$ cat config.mk
export PLATFORM = sky130hd
export DESIGN_NAME = jrfc_front
export DESIGN_NICKNAME = d
export VERILOG_FILES = /design/src/hdl/jrfc_pkg.sv /design/src/hdl/jrfc_front.sv
export VERILOG_INCLUDE_DIRS = /design/src /design/src/hdl
export SDC_FILE = /design/constraint.sdc
export NUM_CORES = 1
export LEC_CHECK = 0
export BUFFER_PORTS_ARGS = -buffer_cell sky130_fd_sc_hd__buf_2
export CORE_ASPECT_RATIO = 0.5
export CORE_MARGIN = 4
export CORE_UTILIZATION = 35
export DETAILED_ROUTE_END_ITERATION = 8
export SKIP_CTS_REPAIR_TIMING = 1
export SYNTH_ARGS = -nofsm -noshare
export SYNTH_HDL_FRONTEND = slang
export SYNTH_SLANG_ARGS = --single-unit
$ cat constraint.sdc
create_clock -name clk -period 6.8 [get_ports clk]
set_input_delay 0.34 -clock clk [delete_from_list [all_inputs] [get_ports clk]]
set_output_delay 0.34 -clock clk [all_outputs]
set_load 0.005 [all_outputs]
$ cat src/hdl/assert_macros.svh
// Assertion macros shared by the checker RTL.
`ifndef ASSERT_MACROS_SVH
`define ASSERT_MACROS_SVH

// Same-cycle implication, held off during reset.
`define JRFC_ASSERT(lbl, c, r, ante, cons, msg) \
  lbl: assert property (@(posedge c) disable iff (r) (ante) |-> (cons)) else $error(msg);

// Next-cycle implication, held off during reset.
`define JRFC_ASSERT_NEXT(lbl, c, r, ante, cons, msg) \
  lbl: assert property (@(posedge c) disable iff (r) (ante) |=> (cons)) else $error(msg);

`endif

$ cat src/hdl/jrfc_pkg.sv
// Shared types, constants and functions of the journal record checker.
package jrfc_pkg;

  localparam int unsigned HDR_BYTES  = 40;
  localparam int unsigned TRL_BYTES  = 4;
  localparam int unsigned MIN_RECORD = HDR_BYTES + TRL_BYTES;
  localparam int unsigned LEN_W      = 17;   // holds any length plus header and trailer
  localparam int unsigned HDR_BASE   = 8;    // first header byte kept in flops
  localparam int unsigned HDR_KEEP   = 30;   // bytes 8..37

  localparam logic [31:0] CRC_POLY     = 32'hedb88320;
  localparam logic [31:0] MAGIC        = 32'h314a4d42;   // "BMJ1", little endian
  localparam logic [15:0] HDR_VERSION  = 16'd1;
  localparam logic [15:0] HDR_SIZE     = 16'd40;
  localparam logic [7:0]  COMMIT_MARK  = 8'ha5;
  localparam logic [7:0]  PATH_LEAD    = 8'h2f;          // '/'

  localparam logic [7:0] PHASE_FIRST_RST = 8'd0;
  localparam logic [7:0] PHASE_LAST_RST  = 8'd8;
  localparam logic [7:0] FMT_ONE_RST     = 8'd0;
  localparam logic [7:0] FMT_TWO_RST     = 8'd1;

  typedef enum logic [1:0] {
    REG_PHASE_FIRST,
    REG_PHASE_LAST,
    REG_FMT_ONE,
    REG_FMT_TWO
  } jrfc_reg_t;

  // Expected value of a fixed header byte.
  typedef struct packed {
    logic       chk;
    logic [7:0] val;
  } jrfc_expect_t;

  // Everything the verdict needs about a finished record.
  typedef struct packed {
    logic [31:0] seq;
    logic [7:0]  phase;
    logic [7:0]  fmt;
    logic [63:0] old_dig;
    logic [63:0] new_dig;
    logic [15:0] l1;
    logic [15:0] l2;
    logic [15:0] pay;
    logic [16:0] len;
    logic [31:0] crc;
    logic [31:0] trailer;
    logic        fixed_ok;
    logic        checks_ok;
  } jrfc_snap_t;

  // One byte handed from the parse stage to the check stage.
  typedef struct packed {
    logic       cmp;     // old path entry was read for this byte
    logic [7:0] nbyte;
    logic       last;
    jrfc_snap_t snap;    // meaningful on the last byte only
  } jrfc_item_t;

  function automatic logic [31:0] crc_byte(input logic [31:0] crc, input logic [7:0] b);
    logic [31:0] c;
    c = crc ^ {24'd0, b};
    for (int k = 0; k < 8; k++) begin
      c = (c >> 1) ^ (CRC_POLY & {32{c[0]}});
    end
    return c;
  endfunction

  function automatic jrfc_expect_t hdr_expect(input logic [5:0] pos);
    jrfc_expect_t e;
    e.chk = 1'b1;
    e.val = '0;
    case (pos)
      6'd0:    e.val = MAGIC[7:0];
      6'd1:    e.val = MAGIC[15:8];
      6'd2:    e.val = MAGIC[23:16];
      6'd3:    e.val = MAGIC[31:24];
      6'd4:    e.val = HDR_VERSION[7:0];
      6'd5:    e.val = HDR_VERSION[15:8];
      6'd6:    e.val = HDR_SIZE[7:0];
      6'd7:    e.val = HDR_SIZE[15:8];
      6'd14:   e.val = COMMIT_MARK;
      6'd15:   e.val = '0;
      6'd38:   e.val = '0;
      6'd39:   e.val = '0;
      default: e.chk = 1'b0;
    endcase
    return e;
  endfunction

endpackage

$ cat src/hdl/jrfc_front.sv
// Parse stage: byte position, header capture, CRC, path checks, old path store access.
`include "assert_macros.svh"

module jrfc_front #(
  parameter int MAX_PATH_BYTES   = 256,
  parameter int MAX_RECORD_BYTES = 1024,
  parameter int AW               = 8
) (
  input  logic                 clk,
  input  logic                 rst,
  input  logic                 s_tvalid,
  input  logic [7:0]           s_tdata,
  input  logic                 s_tlast,
  input  logic                 in_ready,
  output logic                 item_valid,
  output jrfc_pkg::jrfc_item_t item,
  output logic                 ram_we,
  output logic [AW-1:0]        ram_waddr,
  output logic [7:0]           ram_wdata,
  output logic                 ram_re,
  output logic [AW-1:0]        ram_raddr
);
  import jrfc_pkg::*;

  localparam int PW = $clog2(MAX_RECORD_BYTES + 2);

  logic [PW-1:0]         pos;
  logic [PW-1:0]         pos_next;
  logic [8*HDR_KEEP-1:0] hdr;
  logic [8*HDR_KEEP-1:0] hdr_next;
  logic                  fixed_ok;
  logic                  fixed_ok_next;
  logic [31:0]           crc;
  logic [31:0]           crc_next;
  logic [31:0]           trailer;
  logic [31:0]           trailer_next;
  logic                  checks;
  logic                  checks_next;

  logic         accept;
  logic         take;
  logic [16:0]  p17;
  logic [16:0]  q17;
  logic [16:0]  r17;
  logic [15:0]  l1;
  logic [15:0]  l2;
  logic         in_hdr;
  logic         in_old;
  logic         in_new;
  logic         lead;
  logic         bad;
  jrfc_expect_t exp_b;

  assign accept = s_tvalid && in_ready;
  assign take   = accept && (pos <= PW'(MAX_RECORD_BYTES));
  assign p17    = 17'(pos);
  assign q17    = p17 - 17'(HDR_BYTES);
  assign l1     = hdr[8*(32-HDR_BASE) +: 16];
  assign l2     = hdr[8*(34-HDR_BASE) +: 16];
  assign r17    = q17 - 17'(l1);
  assign in_hdr = p17 < 17'(HDR_BYTES);
  assign in_old = !in_hdr && (q17 < 17'(l1));
  assign in_new = !in_hdr && !in_old && (r17 < 17'(l2));
  assign lead   = in_old ? (q17 == '0) : (r17 == '0);
  assign bad    = (lead && (s_tdata != PATH_LEAD)) || (s_tdata == '0);
  assign exp_b  = hdr_expect(pos[5:0]);

  always_comb begin
    hdr_next = hdr;
    for (int i = 0; i < HDR_KEEP; i++) begin
      if (take && (p17 == 17'(HDR_BASE + i))) begin
        hdr_next[8*i +: 8] = s_tdata;
      end
    end
  end

  always_comb begin
    pos_next      = take ? pos + PW'(1) : pos;
    trailer_next  = take ? {s_tdata, trailer[31:8]} : trailer;
    crc_next      = (take && (p17 >= 17'(TRL_BYTES))) ? crc_byte(crc, trailer[7:0]) : crc;
    fixed_ok_next = fixed_ok && !(take && in_hdr && exp_b.chk && (s_tdata != exp_b.val));
    checks_next   = checks && !(take && (in_old || in_new) && bad);
  end

  // Old path bytes are written, new path bytes read back for the compare.
  assign ram_we    = take && in_old && (q17 < 17'(MAX_PATH_BYTES));
  assign ram_waddr = q17[AW-1:0];
  assign ram_wdata = s_tdata;
  assign ram_re    = take && in_new && (r17 < 17'(l1)) && (r17 < 17'(MAX_PATH_BYTES));
  assign ram_raddr = r17[AW-1:0];

  always_comb begin
    item_valid          = accept;
    item.cmp            = ram_re;
    item.nbyte          = s_tdata;
    item.last           = s_tlast;
    item.snap.seq       = hdr_next[8*(8-HDR_BASE) +: 32];
    item.snap.phase     = hdr_next[8*(12-HDR_BASE) +: 8];
    item.snap.fmt       = hdr_next[8*(13-HDR_BASE) +: 8];
    item.snap.old_dig   = hdr_next[8*(16-HDR_BASE) +: 64];
    item.snap.new_dig   = hdr_next[8*(24-HDR_BASE) +: 64];
    item.snap.l1        = hdr_next[8*(32-HDR_BASE) +: 16];
    item.snap.l2        = hdr_next[8*(34-HDR_BASE) +: 16];
    item.snap.pay       = hdr_next[8*(36-HDR_BASE) +: 16];
    item.snap.len       = 17'(pos_next);
    item.snap.crc       = crc_next;
    item.snap.trailer   = trailer_next;
    item.snap.fixed_ok  = fixed_ok_next;
    item.snap.checks_ok = checks_next;
  end

  always_ff @(posedge clk) begin
    if (rst || (accept && s_tlast)) begin
      pos      <= '0;
      hdr      <= '0;
      fixed_ok <= 1'b1;
      crc      <= '1;
      trailer  <= '0;
      checks   <= 1'b1;
    end else begin
      pos      <= pos_next;
      hdr      <= hdr_next;
      fixed_ok <= fixed_ok_next;
      crc      <= crc_next;
      trailer  <= trailer_next;
      checks   <= checks_next;
    end
  end

  `JRFC_ASSERT_NEXT(a_rearm, clk, rst, accept && s_tlast, pos == '0, "position not cleared after last byte")
  `JRFC_ASSERT(a_port_excl, clk, rst, ram_we, !ram_re, "old path store written and read together")

endmodule

Yosys cells after proc, flatten, opt, wreduce, memory -nomap -nowiden
Index checks and enable logic that the tools add are counted.
{"block": "totals", "register_bits": 301, "input_bits": 13, "out_inout_bits": 344, "elab_cells": 161}
{"block": "op_classes", "n_addsub": 3, "order_cmp": 8, "eq_ne": 41, "mux": 34, "bitwise_logic": 9, "n_reduce_logical": 60}
{"op": "31-bit by 32-bit XOR with 32-bit output", "n": 8}
{"op": "8-bit two-way mux", "n": 28}
{"op": "11-bit by 5-bit == test with 1-bit output (second input constant)", "n": 16}
{"op": "11-bit by 4-bit == test with 1-bit output (second input constant)", "n": 6}
{"op": "11-bit by 6-bit == test with 1-bit output (second input constant)", "n": 6}
{"op": "32-bit two-way mux", "n": 2}
{"op": "8-bit case mux with 7 select lines", "n": 1}
{"op": "17-bit by 16-bit < comparator with 1-bit output", "n": 3}
{"op": "1-bit logical AND", "n": 48}
{"op": "17-bit zero test", "n": 2}
{"op": "17-bit by 9-bit < comparator with 1-bit output (second input constant)", "n": 2}
{"op": "32-bit by 8-bit XOR with 32-bit output", "n": 1}
{"op": "6-bit by 3-bit == test with 1-bit output (second input constant)", "n": 4}
{"op": "17-bit by 16-bit subtractor with 17-bit output", "n": 1}
{"op": "6-bit by 2-bit == test with 1-bit output (second input constant)", "n": 2}
{"op": "6-bit by 4-bit == test with 1-bit output (second input constant)", "n": 2}
{"op": "6-bit == test (second input constant)", "n": 2}
{"op": "12-bit OR reduction", "n": 1}
{"op": "11-bit by 6-bit subtractor with 12-bit output (second input constant)", "n": 1}
{"op": "11-bit by 1-bit adder with 11-bit output (second input constant)", "n": 1}
{"op": "11-bit by 3-bit >= comparator with 1-bit output (second input constant)", "n": 1}
{"op": "11-bit <= comparator (second input constant)", "n": 1}
{"op": "11-bit by 6-bit < comparator with 1-bit output (second input constant)", "n": 1}
{"op": "11-bit two-way mux", "n": 1}
{"op": "8 further kinds", "n": 14}

Depth between registers and ports, before layout
Gate-level depths: netlist of run 1.
{"block": "logic_depth", "word_depth": 11, "ltp_mapped": 24, "mapped_depth_nobuf": 21}

Worst setup path before layout of run 1
Ideal clock, no wire load.
{"block": "synth_timing", "path_kind": "register to output", "from": "register pos[3]", "to": "output port item[316] (netlist bit)", "t_arrival_ns": 4.297, "required_time_ns": 6.460, "setup_slack_ns": 2.163, "stages_incl_launch_ff": 24, "path_buffers": 2, "path_cell_list": "dfxtp_1 > inv_1 > ha_1 > nor2b_1 > nor2_1 > xor2_1 > ha_1 > and2_1 > clkbuf_1 > nor3_1 > a31oi_1 > nand2_1 > a311oi_1 > ha_1 > nand4_1 > a211oi_1 > a21oi_1 > nand2_1 > nand3b_1 > mux2_2 > a31oi_1 > o211ai_1 > nor4bb_1 > buf_4"}
{"block": "synth_between", "elab_chain_len": 9, "elab_cells_between_ends": 17, "cone_classes": "add/sub (2); order compare (6); reduce/logical (9)"}
{"element": "start, declared", "line": "jrfc_front.sv:27", "rtl": "logic [PW-1:0] pos;"}
{"element": "start signal, assigned", "line": "jrfc_front.sv:121", "rtl": "pos <= pos_next;"}
{"element": "11-bit by 6-bit subtractor with 12-bit output (*)", "line": "jrfc_front.sv:57", "rtl": "assign q17 = p17 - 17'(HDR_BYTES);"}
{"element": "net ram_waddr[3]", "line": "jrfc_front.sv:18", "rtl": "output logic [AW-1:0] ram_waddr,"}
{"element": "branches (longest 7 deep; another with 17-bit by 16-bit subtractor with 17-bit output)"}
{"element": "1-bit logical AND (*)", "line": "jrfc_front.sv:89", "rtl": "assign ram_re = take && in_new && (r17 < 17'(l1)) && (r17 < 17'(MAX_PATH_BYTES));"}
{"element": "end, declared", "line": "jrfc_front.sv:16", "rtl": "output jrfc_pkg::jrfc_item_t item,"}
Mark *: on every way through the listed nets, which the timed path passes.

==> results by group, run 1 <==
Min path
  • Hold EP: crc[8]
  • Hold Path Cell Cnt: 4
  • Path type of the worst min-delay path: input pin to flip-flop
  • Hold wc startpoint: rst

Route
  • DRT Pass-1 Iters: 5
  • Routed vias/inst: around 4.8
  • DRT iter0 DRCs: about 640
  • Vias: approximately 12000
  • DRT Wirelength: around 45000 um
  • Detailed-route DRC error count: 0
  • Routed Antenna Nets: 0
  • Routed wire per std cell: 18.7 um

Clock network
  • TritonCTS clock tree: yes
  • H-tree Lvls: 1
  • Max clock buf depth: 3
  • Root Buffer: clkbuf_16
  • Clk sinks: between 300 and 400
  • Clk slew on worst S/H paths: about 0.07 ns
  • Clock Latency Late Sink: roughly 0.58 ns
  • CTS Buf Count: 30

Cells and area
  • Area of the multi-input gates: between 8000 and 9000 um^2
  • Fill cell count: about 4200
  • Fin cells: 2438
  • Design area: between 15000 and 20000 um^2
  • Layout Nets: approximately 1900
  • Area grow syn2layout: 20.1%
  • Layout cells sized above 1: between 30 and 40%
  • FF+latch area: 6030 um^2
  • ANT cells: 0

Placement
  • Routability Congestion: 0.848
  • Dpl ws: between 1 and 1.5 ns
  • Dpl cell area: between 15000 and 20000 um^2
  • Post-Place Cells: approximately 2400
  • Post-detail-place hpwl: 32800 um
  • Port bufs: 350

GRT
  • Tot GR Track Use: between 10% and 20%
  • GRT Residual Overflow: 0
  • First-pass GRT wire length: between 60000 and 70000 um
  • Initial antenna violation count: 0
  • Vias in the first global route: 11061
  • Maximum number of pins on one net before global-route repair: around 110

Critical path
  • RR Startpoint: pos[3]
  • Worst r2r dst: checks
  • Critical Path RT: around 6.5 ns
  • Critical Path Sink Type: output pin
  • Worst-path fanout max: 16
  • Register-to-Register Path Depth: 21
  • Setup CP Type: flip-flop to output pin
  • Reg2Reg Setup Slack: 1.92 ns
  • CP startpoint kind: flip-flop
  • CP arrival: roughly 5.7 ns

Pwr
  • Clock share of power: a little under half
  • Peak supply drop: 0.000182 V
  • Combinational share of power: 3.8%
  • Switching power: 0.869 mW
  • Leakage: roughly 8.6 nW
  • Net Sw Frac: approximately a quarter
  • PwrDens: 200 nW/um^2
  • Internal: ~2.8 mW
  • Sequential share of power: around half

Floorplan
  • Die Y: about 160 um
  • Starting Density: about 36%
  • Die area: 47100 um^2
  • FP Rows: 53
  • Die X: 303 um
  • Core area: roughly 43000 um^2
  • Top-Level Pins: 357

Yosys
  • XOR/XNOR share of the synthesized area: under 10%
  • Synth Cell Area: roughly 15000 um^2
  • EDFF count, synth: 0
  • Synth Instances: 1555
  • Synth Area in Simple Gates: 20.6%
  • Post-synth ARST share: 0%
  • Syn_area_per_cell: about 9.8 um^2
  • Sequential area share after synthesis: 39.6%
  • Largest family of logic cells by synthesized area: simple AND/OR/NAND/NOR gates
  • Synth warn: 0
  • Adder-Cell Fraction of Synth Area: 4.48%
  • Synth area leader: dfxtp_1
  • Most frequent cells after synthesis: dfxtp_1, and2_1, mux2_2
  • Fraction of synthesized area in multiplexers: a little under a fifth
  • Ys flop type: dfxtp_1
  • Top cell type's share of synthesized area: between 30% and 40%
  • Top post-synthesis cells by area: dfxtp_1, mux2_2, and2_1
  • Post-synth cell types: 70
  • Count leader, synth: dfxtp_1
  • Yosys reg bits: ~300
  • Complex-gate fraction of the synthesized area: 5.79%

STA
  • Tmin final: roughly 6.0 ns
  • Final worst slack: 0.756 ns
  • Slew Limit Fails: 0
  • Setup TNS: 0 ns
  • Least-Margin Pin Slew: 0.984 ns
  • Final setup fails: 0
  • Max transition margin: about 34%
  • Fin. Hold Viols: 0
  • Period Utilization, post-route: between 80% and 90%
  • Skew final: ~0.010 ns
  • Fmax: between 0.15 and 0.2 GHz
  • RSZ-0062 raised after global routing: no

Run status
  • Status: finished clean

Run
  • Max_cap viols: 0
-- routing by layer --
layer	wire [um]	GRT usage [%]	part of all wire (%)	vias up
li1	-	-	-	5759
met1	19400	22.5	43	5623
met2	23500	34.1	52	183
met3	1190	2.05	2.6	72
met4	1450	5.60	3.2	0
met5	0	0	0	-
-- worst max path at each step --
| stage | start | end | slack (ns) |
|---|---|---|---|
| floorplan | pos[3] | item[316] | 2.16 |
| global placement | pos[3] | ram_re | 1.49 |
| detailed placement | pos[3] | ram_re | 1.37 |
| CTS | pos[3] | ram_re | 0.74 |
| global route | pos[3] | ram_re | 0.22 |
| finish | pos[3] | item[316] | 0.76 |
-- cell families after synthesis --
| group | count (synthesis) |
|---|---|
| xor+xnor | 97 |
| fa+ha+maj | 54 |
| buf+inv | 163 |
| other cells | 1 |
| compound gates | 141 |
| simple gates | 541 |
| mux | 257 |
| flops | 301 |
-- stage by stage --
stage               power (mW)  hold WS (ns)  util [%]
floorplan                 1.90         0.528         -
global placement          1.95         0.539      40.6
detailed placement        1.95         0.548      40.6
CTS                       3.71         0.236      43.1
global route              3.79         0.270      43.1
finish                    3.67         0.264      43.1
-- critical path, cell delays in order, from the launching register on --
cell,delay (ns)
dfxtp_1,0.31
buf_4,0.26
inv_1,0.21
ha_1,0.29
nor2b_1,0.19
nor2_1,0.09
xor2_1,0.18
ha_1,0.41
nand2_1,0.13
o21ai_0,0.55
nand2_1,0.18
xnor2_1,0.37
ha_1,0.32
o21ai_0,0.08
o21ai_0,0.10
o211ai_1,0.13
nand2_1,0.14
nand3_1,0.10
mux2_2,0.15
a31oi_1,0.09
o211ai_1,0.17
nor4bb_1,0.48
buf_2,0.20
-- power by group through the flow --
stage | registers (mW) | logic, mW | clock network, mW
5_1_grt | 1.77 | 0.150 | 1.87
4_1_cts | 1.77 | 0.140 | 1.80
3_3_place_gp | 1.81 | 0.139 | 0
6_report | 1.77 | 0.139 | 1.76
2_1_floorplan | 1.81 | 0.0875 | 0
3_5_place_dp | 1.81 | 0.139 | 0
-- cell type report --
| cell class | instances | share of cell area (%) |
|---|---|---|
| timing repair buffer | 363 | 10.1 |
| tap | 577 | 3.94 |
| multi-input combinational | 1096 | 46.5 |
| inverter | 45 | 0.923 |
| clock buffer | 36 | 4.33 |
| sequential | 301 | 32.9 |
| clock inverter | 20 | 1.31 |
-- registers in the layout, summed over array words and instances, names as in the netlist --
| name | flops |
|---|---|
| pos | 11 |
| trailer | 32 |
| fixed_ok | 1 |
| crc | 32 |
| hdr | 224 |
| checks | 1 |
-- cell usage in the layout (no fill, tap or decap), types with 4 or more instances in the layout --
cell type	Yosys	final
mux2_4	7	7
a31oi_1	6	6
o2111ai_1	4	4
nand3_1	23	23
nor2_1	42	42
conb_1	1	6
clkbuf_1	79	4
nor3_4	5	5
dfxtp_1	301	301
nor2b_1	7	7
buf_2	8	350
a21oi_1	21	20
xor2_1	23	23
clkbuf_16	0	30
or4_1	4	4
and2_1	272	272
a211oi_1	7	7
and3_1	6	6
xnor2_1	74	74
nand2_1	88	88
mux2_2	245	245
inv_1	45	45
bufinv_16	0	4
buf_4	30	13
o21a_1	7	7
a21o_1	8	8
nor3_1	11	11
o211ai_1	6	6
nor2_2	9	9
ha_1	53	53
nand2b_1	36	36
o21ai_0	57	57
clkinv_2	0	9
nand4_1	8	8
(Power assumes the default switching activity.)
==> run 2, diff against run 1 <==
Settings changed: CORE_ASPECT_RATIO 0.5 to default.
Clock period 6.8 ns to 5.8 ns, I/O delays scaled along.
==> results by group, run 2 (synthesis gave the netlist of run 1 again) <==
Cells and area
  • ANT cells: 0 (unchanged)
  • Area of the multi-input gates: 8540 um^2 (+0.44%)
  • Commonest non-fill, non-tap cell in the layout: buf_2
  • Max reg flops: 224 (unchanged)
  • Fill cell count: 4229 (+0.48%)
  • Largest registers: hdr x224, crc x32, trailer x32
  • Most frequent cells in the layout: buf_2, dfxtp_1, and2_1
  • Fin cells: 2452 (+0.57%)
  • Layout Nets: 1909 (+0.26%)
  • Area grow syn2layout: 21.5%
  • Design area: 18500 um^2 (+1.1%)
  • Largest register by flop count: hdr
  • FF+latch area: 6030 um^2 (about the same)
  • Layout cells sized above 1: 37.8% (+0.47 points)
  • Post-layout util: 43.0% (-0.10 points)

Clock network
  • Clk slew on worst S/H paths: 0.06 ns (about the same)
  • H-tree Lvls: 2 (+1)
  • CTS Buf Count: 36 (+20%)
  • Root Buffer: clkbuf_16
  • Max clock buf depth: 3 (unchanged)
  • TritonCTS clock tree: yes
  • Clock Latency Late Sink: 0.54 ns (-0.04 ns)
  • Clk sinks: 301 (unchanged)

Route
  • Metal2 WL: 21300 um (-9.4%)
  • Routed vias/inst: 4.77 (about the same)
  • WL met1: 20500 um (+6.1%)
  • Routed Antenna Nets: 0 (unchanged)
  • DRT Wirelength: 46800 um (+2.8%)
  • Uppermost routed layer: met4
  • DR WL met3: 3610 um (+200%)
  • DRT iter0 DRCs: 641 (+0.31%)
  • Detailed-route DRC error count: 0 (unchanged)
  • Vias: 11705 (+0.58%)
  • Routed wire per std cell: 19.1 um (+2.2%)
  • DRT Pass-1 Iters: 5 (unchanged)

Floorplan
  • FP Rows: 76 (+43%)
  • Die area: 46900 um^2 (-0.43%)
  • Die X: 217 um (-29%)
  • Die Y: 217 um (+39%)
  • Core area: 43100 um^2 (+1.3%)
  • Top-Level Pins: 357 (unchanged)
  • Starting Density: 35.4% (-0.47 points)

Placement
  • Post-detail-place hpwl: 33400 um (+1.9%)
  • Post-Place Cells: 2388 (+0.25%)
  • Dpl ws: 0.545 ns (-0.827 ns)
  • Port bufs: 350 (unchanged)
  • Dpl cell area: 17300 um^2 (about the same)
  • Routability Congestion: 0.913 (+7.7%)

Run status
  • Status: finished clean

GRT
  • First-pass GRT wire length: 71000 um (+4.4%)
  • Maximum number of pins on one net before global-route repair: 302 (+180%)
  • Tot GR Track Use: 19.4% (+0.98 points)
  • Vias in the first global route: 11685 (+5.6%)
  • GRT Residual Overflow: 0 (unchanged)
  • Initial antenna violation count: 1 (+1)

Critical path
  • Critical Path Sink Type: output pin
  • CP arrival: 5.21 ns (-0.49 ns)
  • Setup CP Type: flip-flop to output pin
  • Worst-path fanout max: 12 (-4)
  • Critical Path RT: 5.51 ns (-0.95 ns)
  • CP startpoint kind: flip-flop
  • Register-to-Register Path Depth: 19 (-9.5%)

Run
  • Max_cap viols: 0 (unchanged)

STA
  • Slew Limit Fails: 0 (unchanged)
  • Setup TNS: 0 ns (unchanged)
  • Max transition margin: 15.6% (-18 points)
  • Final worst slack: 0.296 ns (-0.460 ns)
  • Fmax: ~0.18 GHz
  • Skew final: 0.0180 ns (+0.00756 ns)
  • Least-Margin Pin Slew: 1.27 ns (+0.282 ns)
  • Fin. Hold Viols: 0 (unchanged)
  • Period Utilization, post-route: a little over nine tenths
  • Final setup fails: 0 (unchanged)
  • Worst Hold Margin: 0.374 ns (+0.110 ns)
  • Tmin final: around 5.5 ns

Min path
  • Hold Path Cell Cnt: 4 (unchanged)
  • Path type of the worst min-delay path: input pin to flip-flop

Pwr
  • Overall Power: 4.49 mW (+22%)
  • Peak supply drop: 0.000245 V (+35%)
  • Leakage: 8.65 nW (+1.0%)
  • PwrDens: 242 nW/um^2 (+21%)
run 2: changes by cell type in the layout (fill, tap and decap cells not counted), moves of 2 or more:
| cell | before | now |
|---|---|---|
| clkbuf_8 | 2 | 7 |
| bufinv_16 | 4 | 2 |
| buf_4 | 13 | 11 |
| clkbuf_1 | 4 | 7 |
| clkinv_2 | 9 | 2 |
| clkbuf_16 | 30 | 36 |
run 2: final cells by class:
cell class / instances / share of cell area [%]
Sequential cell: 301 / 32.6
Multi-Input combinational cell: 1096 / 46.2
Timing Repair Buffer: 362 / 10.0
Clock inverter: 13 / 0.839
Clock buffer: 50 / 5.53
Inverter: 45 / 0.913
Tap cell: 585 / 3.96
run 2: routing by layer:
metal	global-route usage, %	vias to the layer above
met5	0	-
met4	6.00	0
li1	-	5768
met3	5.48	69
met2	31.5	345
met1	25.2	5523
run 2: worst paths after layout:
check	startpoint	to	slack, ns
max	pos[4]	item[316]	0.30
min	rst	crc[3]	0.37
max reg2reg	pos[4]	checks	1.20
min reg2reg	fixed_ok	fixed_ok	0.56
run 2: critical path: stages (launching register included):
cell	delay, ns
dfxtp_2	0.38
inv_1	0.15
ha_1	0.24
nor2b_2	0.08
nor4_1	0.29
xor2_1	0.16
ha_2	0.49
nor2_1	0.08
a2111oi_0	0.52
o211ai_1	0.29
ha_1	0.37
nand4_1	0.09
a211oi_1	0.22
a21oi_1	0.12
nand2_1	0.16
nand3_1	0.10
mux2_2	0.29
a31oi_1	0.20
o211ai_1	0.14
nor4bb_4	0.19
buf_2	0.14
run 2: where the power goes:
| part | leakage [nW] | internal [mW] | total (mW) | switching, mW |
|---|---|---|---|---|
| clock | 0.569 | 1.33 | 2.25 | 0.911 |
| sequential | 2.43 | 2.07 | 2.08 | 0.00372 |
| combinational | 5.66 | 0.0417 | 0.164 | 0.122 |
| total | 8.65 | 3.45 | 4.49 | 1.04 |
==> run 3, diff against run 2 <==
Clock period 5.8 ns to 5.6 ns, I/O delays scaled along.
==> results by group, run 3 (synthesis gave the netlist of run 1 again) <==
Run status
  • Status: finished clean

Critical path
  • Register-to-Register Path Depth: 19 (unchanged)
  • Reg2Reg Setup Slack: 1.20 ns (about the same)
  • Worst-path fanout max: 12 (unchanged)
  • Critical Path Sink Type: output pin
  • CP arrival: 5.01 ns (-0.20 ns)
  • RR Startpoint: pos[4]
  • Worst r2r dst: checks
  • CP startpoint kind: flip-flop
  • Setup CP Type: flip-flop to output pin
  • Critical Path RT: 5.32 ns (-0.19 ns)

Cells and area
  • Layout cells sized above 1: 38.4% (+0.64 points)
  • Post-layout util: 43.3% (+0.39 points)
  • Largest registers: hdr x224, crc x32, trailer x32
  • Largest register by flop count: hdr
  • Max reg flops: 224 (unchanged)
  • Layout Nets: 1917 (+0.42%)
  • Area grow syn2layout: 22.6%
  • ANT cells: 0 (unchanged)
  • Most frequent cells in the layout: buf_2, dfxtp_1, and2_1
  • Commonest non-fill, non-tap cell in the layout: buf_2
  • Fin cells: 2460 (+0.33%)
  • Design area: 18700 um^2 (+0.92%)
  • Fill cell count: 4220 (-0.21%)

Placement
  • Post-detail-place hpwl: 34600 um (+3.5%)
  • Port bufs: 350 (unchanged)
  • Routability Congestion: 0.921 (+0.81%)
  • Post-Place Cells: 2394 (+0.25%)
  • Dpl cell area: 17300 um^2 (+0.19%)
  • Dpl ws: 0.184 ns (-0.361 ns)

Clock network
  • Max clock buf depth: 3 (unchanged)
  • Root Buffer: clkbuf_16
  • Clk sinks: 301 (unchanged)
  • Clk slew on worst S/H paths: 0.05 ns (about the same)
  • CTS Buf Count: 36 (unchanged)
  • TritonCTS clock tree: yes
  • H-tree Lvls: 2 (unchanged)
  • Clock Latency Late Sink: 0.55 ns (about the same)

GRT
  • GRT Residual Overflow: 0 (unchanged)
  • Initial antenna violation count: 3 (+2)
  • Maximum number of pins on one net before global-route repair: 105 (-65%)
  • First-pass GRT wire length: 72200 um (+1.6%)
  • Vias in the first global route: 11848 (+1.4%)
  • Tot GR Track Use: 19.8% (+0.38 points)

STA
  • Final setup fails: 0 (unchanged)
  • Least-Margin Pin Slew: 0.961 ns (-0.305 ns)
  • Skew final: 0.0267 ns (+0.00877 ns)
  • Fmax: ~0.19 GHz
  • Worst Hold Margin: 0.339 ns (-0.0341 ns)
  • RSZ-0062 raised after global routing: no
  • Slew Limit Fails: 0 (unchanged)
  • Fin. Hold Viols: 0 (unchanged)
  • Tmin final: about 5.3 ns
  • Setup TNS: 0 ns (unchanged)
  • Period Utilization, post-route: 94.4%
  • Max transition margin: 35.5% (+20 points)
  • Final worst slack: 0.311 ns (+0.0153 ns)

Pwr
  • Overall Power: 4.76 mW (+6.2%)
  • PwrDens: 255 nW/um^2 (+5.2%)
  • Peak supply drop: 0.000314 V (+28%)
  • Internal: 3.69 mW (+7.1%)
  • Sequential share of power: 45.1% (-1.2 points)
  • Combinational share of power: 3.6% (about the same)
  • Switching power: 1.07 mW (+3.2%)
  • Clock share of power: 51.2% (+1.1 points)
  • Leakage: 8.71 nW (+0.68%)
  • Net Sw Frac: 22.5% (-0.66 points)

Route
  • Routed wire per std cell: 19.6 um (+3.0%)
  • DRT iter0 DRCs: 620 (-3.3%)
  • Vias: 11916 (+1.8%)
  • DRT Wirelength: 48300 um (+3.3%)
  • Detailed-route DRC error count: 0 (unchanged)
  • DRT Pass-1 Iters: 5 (unchanged)
  • Routed vias/inst: 4.84 (+1.5%)
  • Routed Antenna Nets: 0 (unchanged)

Floorplan
  • Die Y: 217 um (unchanged)
  • Top-Level Pins: 357 (unchanged)
  • FP Rows: 76 (unchanged)
  • Core area: 43100 um^2 (unchanged)
  • Die X: 217 um (unchanged)
  • Die area: 46900 um^2 (unchanged)
  • Starting Density: 35.4% (unchanged)

Min path
  • Hold wc startpoint: rst
  • Hold EP: crc[2]
  • Hold Path Cell Cnt: 4 (unchanged)
  • Path type of the worst min-delay path: input pin to flip-flop

Run
  • Max_cap viols: 0 (unchanged)
run 3: changes by cell type in the layout (fill, tap and decap cells not counted), sizes merged:
| cell | previous run | this run |
|---|---|---|
| clkbuf | 50 | 55 |
| bufinv | 2 | 4 |
| inv | 48 | 46 |
| buf | 362 | 370 |
| clkinvlp | 3 | 0 |
| clkinv | 5 | 3 |
run 3: metal layers:
metal | GRT usage, % | routed length (um)
met3 | 5.01 | 3430
met1 | 25.7 | 21400
met4 | 5.89 | 1200
met5 | 0 | 0
met2 | 32.6 | 22200
run 3: power groups by stage:
stage / sequential (mW) / clock [mW] / combinational (mW)
after floorplan: 2.20 / 0 / 0.106
after global placement: 2.20 / 0 / 0.175
after detailed placement: 2.20 / 0 / 0.176
after CTS: 2.15 / 2.52 / 0.176
after global routing: 2.15 / 2.59 / 0.189
final: 2.15 / 2.44 / 0.173
run 3: final cells by class:
type	instances	area, um^2	area share (%)
Clock inverter	8	155	0.831
Inverter	45	169	0.905
Multi-Input combinational cell	1096	8610	46.1
Clock buffer	55	1070	5.74
Timing Repair Buffer	370	1900	10.2
Tap cell	585	732	3.92
Sequential cell	301	6030	32.3
run 3: worst max path at each step:
stage,from,to,cells past startpoint
global placement,pos[4],ram_re,20
floorplan,pos[3],item[316],23
detailed placement,pos[4],item[316],23
CTS,pos[4],item[316],23
global route,pos[4],ram_re,23
finish,pos[4],item[316],20
run 3: critical path, cell delays in order, from the launching register on:
cell and delay (ns):
dfxtp_4 0.38, inv_1 0.15, ha_1 0.27, nor2b_4 0.07
nor4_1 0.24, xor2_1 0.14, ha_2 0.50, nor2_1 0.09
a2111oi_2 0.43, o211ai_1 0.25, ha_1 0.36, nand4_1 0.11
a211oi_2 0.25, a21oi_2 0.09, buf_4 0.14, nand3_1 0.07
nand4_1 0.11, o31ai_1 0.32, o211ai_1 0.19, nor4bb_4 0.19
buf_2 0.14
